`src/hw/rtl/nps_ram.sv`:
```
module nps_ram #(
   parameter int WIDTH = 16,
   parameter int DEPTH = 256,
   localparam int ADDR_BITS = (DEPTH > 1) ? $clog2(DEPTH) : 1
) (
   input  logic                 clock,
   input  logic                 wr_en,
   input  logic [ADDR_BITS-1:0] wr_addr,
   input  logic [WIDTH-1:0]     wr_data,
   input  logic                 rd_en,
   input  logic [ADDR_BITS-1:0] rd_addr,
   output logic [WIDTH-1:0]     rd_data
);

   logic [WIDTH-1:0] mem_ff [DEPTH];
   logic [WIDTH-1:0] rd_data_ff;

   always_ff @(posedge clock) begin
      if (wr_en) begin
         mem_ff[wr_addr] <= wr_data;
      end
      if (rd_en) begin
         rd_data_ff <= mem_ff[rd_addr];
      end
   end

   assign rd_data = rd_data_ff;

endmodule

```
`config.mk`:
```
export PLATFORM = sky130hd
export DESIGN_NAME = nps_ram
export DESIGN_NICKNAME = d
export VERILOG_FILES = /design/src/hw/rtl/nps_ram.sv
export SDC_FILE = /design/constraint.sdc
export NUM_CORES = 2
export LEC_CHECK = 0
export BUFFER_PORTS_ARGS = -buffer_cell sky130_fd_sc_hd__buf_2
export CELL_PAD_IN_SITES_DETAIL_PLACEMENT = 1
export CELL_PAD_IN_SITES_GLOBAL_PLACEMENT = 1
export CORE_AREA = 2 2 599 482
export DETAILED_ROUTE_END_ITERATION = 12
export DIE_AREA = 0 0 601 484
export PLACE_DENSITY_LB_ADDON = 0.1
export SLEW_MARGIN = 20
export SYNTH_ARGS = -nofsm -noshare
export SYNTH_HDL_FRONTEND = slang
export SYNTH_SLANG_ARGS = --single-unit
export TNS_END_PERCENT = 5
```
`constraint.sdc`:
```
create_clock -name clock -period 3.1 [get_ports clock]
set_clock_uncertainty 0.05 [all_clocks]
set_input_delay 0.155 -clock clock [delete_from_list [all_inputs] [get_ports clock]]
set_output_delay 0.155 -clock clock [all_outputs]
set_load 0.005 [all_outputs]
```
==> key figures <==
Clock network
  – Clock transition at path regs: 0.06 ns
  – Inserted Clock Buffers: 393
  – Worst-Skew Late Latency: between 0.9 and 1 ns
  – Clk sinks: 4,112
  – TritonCTS clock tree: done
  – Clock tree root driver cell: clkbuf_16
  – H-Tree Depth: 5
  – Clock buffer depth: 4

Run
  – Number of max-cap violations: 0

Place
  – Post-place instance area: 0.170 mm^2
  – HPWL after DPL: just under 300,000 um
  – Placed Cells: 11,700
  – Number of port buffers: 50
  – Place WS: -1.50 ns
  – RD Place Congestion: approximately 0.94

Synthesis
  – Synth Cell Area: 0.159 mm^2
  – Seq/Total Area, Yosys: 0.777
  – Cell variety after synth: 51
  – Xor/xnor cell area share of the yosys netlist: 0
  – Yosys Warn Count: 0
  – Synth Flop Type: edfxtp_1
  – Syn Nets: 7,395
  – Main combinational cell family by area after synthesis: multiplexers
  – Simple-Gate Fraction of Synth Area: 0.0157
  – Cells after Synth: between 7,000 and 8,000
  – Register bit total from synthesis: 4,112
  – Adder-cell share of the synthesized area: 0
  – Number of flops mapped to enable cells by yosys: 4,112
  – Mean Syn Cell Area: ~22 um^2
  – Synth async-reset ratio: 0
  – Compound-Gate Fraction of Synth Area: 0.0353
  – Post-synthesis mux area share: 0.155

Route
  – Drt wl/cell: 37.3 um
  – Via count: 83,300
  – Initial drt markers: 12,300
  – Antenna-violating nets left: 0
  – Pre-antenna DRT Iters: 6
  – Final wirelength: 463,000 um
  – DRC: 0
  – Vias/cell: 6.71

STA
  – Fin crit share: 0.983
  – Final Hold Violating Endpoints: 0
  – Max-slew headroom: 0.152
  – Final worst setup slack: 0.0535 ns
  – Worst Max-Slew Pin Slew: 1.26 ns
  – FMAX: 328 MHz
  – Final-report setup violation count: 0
  – Final min period: a little over 3 ns
  – Final Max Slew Viols: 0

Pwr
  – IR drop worst, VDD: 645 uV
  – Pwr/cell area: 628 mW/mm^2
  – Leak Pwr: 58.8 nW

Critical path
  – Worst path most repeated cell: buf_12
  – Crit. End Element: flop
  – Slowest cell on crit path: o221ai_1
  – Worst path cell trace: buf_12 -> buf_12 -> buf_12 -> buf_12 -> mux2i_1 -> o221ai_1 -> o22ai_1 -> a22oi_1 -> nand3_1 -> nor4_1
  – CP Data Required Time: 3.78 ns
  – Startpoint Class: input port
  – Crit-path max cell delay: roughly 0.54 ns
  – CP arrival: about 3.7 ns
  – Max Fanout on Critical Path: 58
  – Worst reg-to-reg path cell count: 7
  – WS Path Type: in -> reg

Floorplanning
  – Initial core utilization: 0.556
  – Die Y: 484 um
  – Num ports: approximately 50
  – Die W: 601 um
  – Row cnt: 176
  – Core box area: 0.286 mm^2
  – Die area: 0.291 mm^2

Global routing
  – Initial antenna violation count: 40
  – GRT overflow: 0
  – Number of global-route vias before repair: roughly 85,000
  – GRT Util Overall: 0.319
  – First-pass GRT wire length: 655,000 um
  – Maximum number of pins on one net before global-route repair: 133

Worst hold path
  – Worst hold stages: 4
  – Hold crit path type: in -> reg

Layout
  – Fin area: 0.182 mm^2
  – Fin nets: 8,293
  – Fillers: 23,100
  – Post-Layout Cell Count: 12,400
  – Fraction of layout cells with a size suffix above 1: 0.286
  – Area delta synth->final: 14.7%

Run status
  – Status: finished clean
## per-layer routing
layer	global-route usage	vias to the layer above	wire, um
met5	0	-	107
met4	0.0933	16	15000
met3	0.0647	700	47800
met2	0.483	4646	213000
met1	0.477	44800	187000
li1	-	33100	-
## worst paths after layout
path / startpoint / endpoint / slack, ns
worst max register to register: mem_ff[12][4]$_DFFE_PP_ / rd_data[4]$_DFFE_PP_ / 0.07
worst min-delay path: wr_addr[0] / mem_ff[155][5]$_DFFE_PP_ / 0.07
worst min register to register: mem_ff[112][0]$_DFFE_PP_ / rd_data[0]$_DFFE_PP_ / 1.17
worst max-delay path: rd_addr[0] / rd_data[10]$_DFFE_PP_ / 0.05
## registers in the layout (all words and copies together), names as in the netlist
signal and flops:
mem_ff 4096, rd_data 16
## critical path, delay by kind of cell
family                 cells  cell delay (ns)
AOI/OAI and AO/OA          3             1.16
and+or+nand+nor            2             0.91
muxes                      1             0.16
buffers and inverters      4             1.12
## cell usage after synthesis (35+ instances only)
library cell	count	area share
clkbuf_1	230	0.0054
nor2_1	304	0.0072
nand2_1	38	0.00090
buf_2	76	0.0024
o21ai_0	37	0.0012
nand3_1	35	0.0011
o22ai_1	148	0.0058
mux4_2	797	0.11
a22oi_1	43	0.0020
o221ai_1	252	0.014
nor3_1	92	0.0029
a21oi_1	175	0.0055
mux2i_1	565	0.036
buf_6	77	0.0055
mux2_2	88	0.0062
edfxtp_1	4112	0.78
## layout by cell type (no fill, tap or decap), types with 18 or more instances in the layout
cell / count
a221oi_1: 27
o21ai_0: 34
o22ai_1: 148
buf_12: 112
buf_4: 775
mux2i_1: 565
a22oi_1: 43
nor3_1: 89
nand2_1: 38
o221ai_1: 252
clkinv_2: 71
buf_2: 29
a211oi_1: 18
a22o_1: 32
mux4_2: 797
mux2_2: 88
nor2_2: 74
nand3_1: 26
bufinv_16: 29
a21oi_1: 175
clkbuf_16: 400
o32ai_1: 18
dlygate4sd3_1: 20
clkinv_1: 93
nand4_1: 26
edfxtp_1: 4112
nor2_1: 230
clkbuf_1: 80
## report_power, final
part           switching, mW  internal [mW]
Combinational           4.13           2.34
Sequential            0.0807           61.3
Clock                   20.5           26.0
Total                   24.7           89.6
## cell families after synthesis
kind of cell | Yosys count
DFF | 4112
muxes | 1450
AOI/OAI and AO/OA | 786
and+or+nand+nor | 556
buffers and inverters | 456
## what timing repair did
item / in CTS / in global routing
setup buffers: 0 / 0
setup endpoints to repair: 2 / 0
hold buffers: 20 / 0
gates resized for setup: 5 / 0
hold endpoints to repair: 2128 / 0
## per-stage QoR
step / setup TNS, ns / utilization / hold WS [ns] / power, mW
2_1_floorplan: 0 / - / 0.204 / 65.6
3_3_place_gp: -7.36 / 0.594 / 0.479 / 68.8
3_5_place_dp: -8.10 / 0.594 / 0.487 / 68.9
4_1_cts: 0 / 0.638 / 0.00108 / 115
5_1_grt: -0.00915 / 0.638 / 0.0624 / 117
6_report: 0 / 0.638 / 0.0737 / 114
## cell type report
cell class | instances | area, um^2 | area share
timing repair buffer | 955 | 8690 | 0.0477
antenna | 15 | 37.5 | 0.000206
multi-input combinational | 2792 | 33000 | 0.181
tap | 3827 | 4790 | 0.0263
clock buffer | 480 | 10300 | 0.0566
sequential | 4112 | 123000 | 0.678
inverter | 4 | 27.5 | 0.000151
clock inverter | 220 | 1850 | 0.0101
(Power assumes the default switching activity.)
