==> config.mk <==
export PLATFORM = sky130hd
export DESIGN_NAME = nps_dist
export DESIGN_NICKNAME = d
export VERILOG_FILES = /design/src/hw/rtl/nps_pkg.sv /design/src/hw/rtl/nps_dist.sv
export SDC_FILE = /design/constraint.sdc
export NUM_CORES = 2
export LEC_CHECK = 0
export BUFFER_PORTS_ARGS = -buffer_cell sky130_fd_sc_hd__buf_4
export CELL_PAD_IN_SITES_DETAIL_PLACEMENT = 1
export CELL_PAD_IN_SITES_GLOBAL_PLACEMENT = 2
export CORE_ASPECT_RATIO = 1.75
export CORE_UTILIZATION = 40
export CTS_BUF_LIST = sky130_fd_sc_hd__clkbuf_8
export CTS_CLUSTER_SIZE = 14
export DETAILED_ROUTE_END_ITERATION = 10
export PLACE_DENSITY_LB_ADDON = 0.1
export SLEW_MARGIN = 20
export SYNTH_ARGS = -nofsm -noshare
export SYNTH_HDL_FRONTEND = slang
export SYNTH_SLANG_ARGS = --single-unit
==> constraint.sdc <==
create_clock -name clock -period 13.1 [get_ports clock]
set_input_delay 1.31 -clock clock [delete_from_list [all_inputs] [get_ports clock]]
set_output_delay 1.31 -clock clock [all_outputs]
set_load 0.01 [all_outputs]
==> src/hw/rtl/nps_pkg.sv <==
package nps_pkg;

   localparam int MAX_POINTS = 256;
   localparam int COORD_BITS = 16;
   localparam int IDX_BITS   = (MAX_POINTS > 1) ? $clog2(MAX_POINTS) : 1;
   localparam int CNT_BITS   = $clog2(MAX_POINTS + 1);
   localparam int DIST_BITS  = 2 * COORD_BITS + 2;

   localparam int FIELD_COORD_BITS = 16;
   localparam int FIELD_INDEX_BITS = 8;
   localparam int FIELD_COUNT_BITS = 9;

   typedef enum logic [1:0] {
      OP_ADD    = 2'd0,
      OP_CLEAR  = 2'd1,
      OP_QUERY  = 2'd2,
      OP_HEIGHT = 2'd3
   } opcode_type;

   typedef enum logic [1:0] {
      ST_OK    = 2'd0,
      ST_FULL  = 2'd1,
      ST_EMPTY = 2'd2
   } status_type;

   typedef struct packed {
      logic signed [COORD_BITS-1:0] x;
      logic signed [COORD_BITS-1:0] y;
      logic signed [COORD_BITS-1:0] z;
   } point_type;

   typedef struct packed {
      logic                valid;
      logic                last;
      logic [IDX_BITS-1:0] index;
   } meta_type;

   typedef struct packed {
      meta_type  meta;
      point_type pt;
   } sample_type;

   typedef struct packed {
      meta_type             meta;
      logic [DIST_BITS-1:0] sq_sum;
   } dist_type;

endpackage

==> src/hw/rtl/nps_dist.sv <==
// Squared distance unit: squares, then sum. Two register stages.
module nps_dist (
   input  logic                clock,
   input  logic                reset,
   input  nps_pkg::sample_type smp_i,
   input  nps_pkg::point_type  query_i,
   output nps_pkg::dist_type   dist_o
);

   localparam int CB = nps_pkg::COORD_BITS;

   logic signed [CB:0]   diff    [3];
   logic [CB:0]          mag_full[3];
   logic [CB-1:0]        mag     [3];
   logic [2*CB-1:0]      sq_in   [3];
   logic [2*CB-1:0]      sq_ff   [3];
   logic [nps_pkg::DIST_BITS-1:0] sum_in, sum_ff;
   nps_pkg::meta_type    meta1_ff, meta2_ff;

   always_comb begin
      diff[0] = (CB+1)'(smp_i.pt.x) - (CB+1)'(query_i.x);
      diff[1] = (CB+1)'(smp_i.pt.y) - (CB+1)'(query_i.y);
      diff[2] = (CB+1)'(smp_i.pt.z) - (CB+1)'(query_i.z);
      for (int i = 0; i < 3; i++) begin
         mag_full[i] = diff[i][CB] ? -diff[i] : diff[i];
         mag[i]      = mag_full[i][CB-1:0];
         sq_in[i]    = mag[i] * mag[i];
      end
      sum_in = nps_pkg::DIST_BITS'(sq_ff[0]) + nps_pkg::DIST_BITS'(sq_ff[1])
             + nps_pkg::DIST_BITS'(sq_ff[2]);
   end

   always_ff @(posedge clock) begin
      for (int i = 0; i < 3; i++) begin
         sq_ff[i] <= sq_in[i];
      end
      sum_ff <= sum_in;
   end

   always_ff @(posedge clock) begin
      if (reset) begin
         meta1_ff <= '0;
         meta2_ff <= '0;
      end else begin
         meta1_ff <= smp_i.meta;
         meta2_ff <= meta1_ff;
      end
   end

   assign dist_o.meta   = meta2_ff;
   assign dist_o.sq_sum = sum_ff;

endmodule

==> impl_metrics.tcl <==
set metrics [dict create \
    max_stage_delay_ps 720 \
    hpwl_mm 74.48 \
    fin_tns_setup_ps 0 \
    cts_resized 0 \
    hp-class "flop to flop" \
    netlist_area_um2 29890 \
    rows 132 \
    synth.most_common_cell "inv_1" \
    wl_per_cell_um 19.04 \
    die_h_um 363.7 \
    crit_required_ps 13540 \
    antenna_found_initial 3 \
    synth-edff-count 0 \
    grt_max_degree 21 \
    grt_pass1_wl_mm 138.1 \
    yosysTopAreaCellShare_pct 35.22 \
    r2r_end "sum_ff[32]" \
    async_flop_share_pct 0 \
    synth_area_per_cell_um2 9.015 \
    core_area_um2 73990 \
    post-route-min-period_ps 10920 \
    ys_types 105 \
    slew_headroom_pct 25.55 \
    grt_pass1_vias 26870 \
    synth_seq_cells 147 \
    status "finished clean" \
    ioPinCount 152 \
    tightest_slew_ps 1105 \
    synth_top_cells_by_count "778 x inv_1, 526 x fa_1, 364 x ha_1, 288 x nor2_1, 235 x nand2_1" \
    regToRegStartpoint "sq_ff[0][38]" \
    worst_clock_skew_ps 21.24 \
    area_growth_pct 9.020 \
    nFillCells 8731 \
    insertion_delay_ps 520 \
    cts_tree "yes" \
    reg2reg_depth 13 \
    cp-endpoint "sq_ff[0][31]" \
    critPathMaxFanout 14 \
    cts_buffer_depth 2 \
    max_freq_ghz 0.09156 \
    start_util_pct 40.40 \
    hold_viol 0 \
    synth_area_leaders "fa_1 35%, ha_1 15%, dfxtp_1 9.8%" \
    critPathLaunchType "primary input" \
    reg2reg_slack_ps 8870 \
    ant_nets 0 \
    grt.overflow.total 0 \
    cts.clk_slew.worst_paths_ps 80 \
    criticalPathCategory "primary input to flop" \
    htreeDepth 4 \
    dieArea_um2 75880 \
    crit_start "smp_i[37]" \
    rsz0062_at_grt "no" \
    yosysTopAreaCell "fa_1" \
    end_kind "flop" \
    die_w_um 208.7 \
    root_buffer "clkbuf_8" \
    multi_input_area_um2 23700 \
    track_usage_pct 23.39 \
    numCtsBuffers 17 \
    drive_above_1_share_pct 9.067 \
    cts.sinks 147 \
    arrival_ps 11360 \
    ys_seq_area_share_pct 9.844 \
    max-cap-violations 0 \
    vias 22590 \
    drt-pass1-iter-count 5 \
    postCtsSetupRepairBufs 0 \
    yosysWarningCount 0 \
    setup_viol 0 \
    period_share_pct 83.37 \
    drt_iter0_drc 608 \
    cp_common_cell "fa_1" \
    ys.flop_type "dfxtp_1" \
    syn_inst 3316 \
    final_nets 4470 \
    slew_violations 0 \
    drt-total-wl_mm 84.27 \
    seq_area_um2 2943 \
    gp_congestion 0.8953 \
    slowest_stage "o31ai_4" \
    post-route-drc-count 0 \
    via_per_inst 5.104 \
    portBuffers 151 \
    cts_hold_buffers 0 \
]
[per-stage QoR]
step	util, %	hold WS (ps)	std cells	setup WS [ps]	cell area, um^2
after floorplan	-	413.8	3318	3252	29900
after global placement	43.53	418.2	4391	1914	32210
after detailed placement	43.53	434.2	4391	1459	32210
after CTS	44.04	455.0	4423	2029	32590
after global routing	44.04	467.3	4424	1416	32590
final	44.05	449.8	4425	2178	32590
[sequential cells by signal, summed over array words and instances, names as in the netlist]
register,count
meta1_ff,10
sq_ff,93
sum_ff,34
dist_o,10
[worst max-delay path: cells and delay by family]
kind | cells | cell delay, ps
xor+xnor | 3 | 750
buf+inv | 4 | 780
fa+ha+maj | 8 | 3660
simple gates | 4 | 710
compound gates | 14 | 4140
[worst min path at each step]
stage | cells past startpoint | endpoint | slack (ps) | start
2_1_floorplan | 1 | dist_o[34] | 410 | meta1_ff[0]
3_3_place_gp | 1 | dist_o[37] | 420 | meta1_ff[3]
3_5_place_dp | 1 | dist_o[36] | 430 | meta1_ff[2]
4_1_cts | 1 | dist_o[36] | 450 | meta1_ff[2]
5_1_grt | 1 | dist_o[36] | 470 | meta1_ff[2]
6_report | 1 | dist_o[37] | 450 | meta1_ff[3]
[logic make-up after synthesis]
logic type	synth area share, %
adder cells (fa/ha/maj)	50.46
buffers and inverters	10.92
AND/OR/NAND/NOR	11.85
AO/OA/AOI/OAI	10.32
XOR/XNOR	6.349
flip-flops	9.844
multiplexers	0.2469
other	0.01254
[cell usage in the layout, fill, tap and decap left out, drive strengths merged, types with 19 or more instances in the layout]
master | synthesis | layout
buf | 17 | 180
o21bai | 27 | 27
xnor2 | 138 | 138
nor2b | 47 | 47
nand2b | 49 | 49
ha | 364 | 364
dfxtp | 147 | 147
nor3 | 32 | 32
nand2 | 239 | 239
fa | 526 | 526
a21oi | 134 | 134
nand3 | 30 | 30
xor2 | 55 | 55
and3 | 20 | 20
or2 | 19 | 19
a21o | 59 | 59
nor2 | 295 | 295
inv | 804 | 809
o21ai | 63 | 63
o21a | 32 | 32
[layout make-up]
cell class | instances | share of cell area (%)
Multi-Input combinational cell | 2316 | 72.70
Inverter | 810 | 9.352
Sequential cell | 147 | 9.029
Timing Repair Buffer | 180 | 4.146
Tap cell | 938 | 3.601
Clock buffer | 18 | 0.7601
Clock inverter | 14 | 0.3916
Antenna cell | 2 | 0.01536
[routing by layer]
layer / GRT usage [%] / wire (um) / up-vias / part of all wire (%)
met5: 0 / 0 / - / 0
met1: 23.20 / 29810 / 11540 / 35
met3: 1.732 / 1313 / 151 / 1.6
met2: 48.22 / 49000 / 309 / 58
li1: - / - / 10590 / -
met4: 10.83 / 4155 / 0 / 4.9
Power is not shown: default switching activity piles up to over one toggle a cycle in this logic, so the estimate is an artifact.
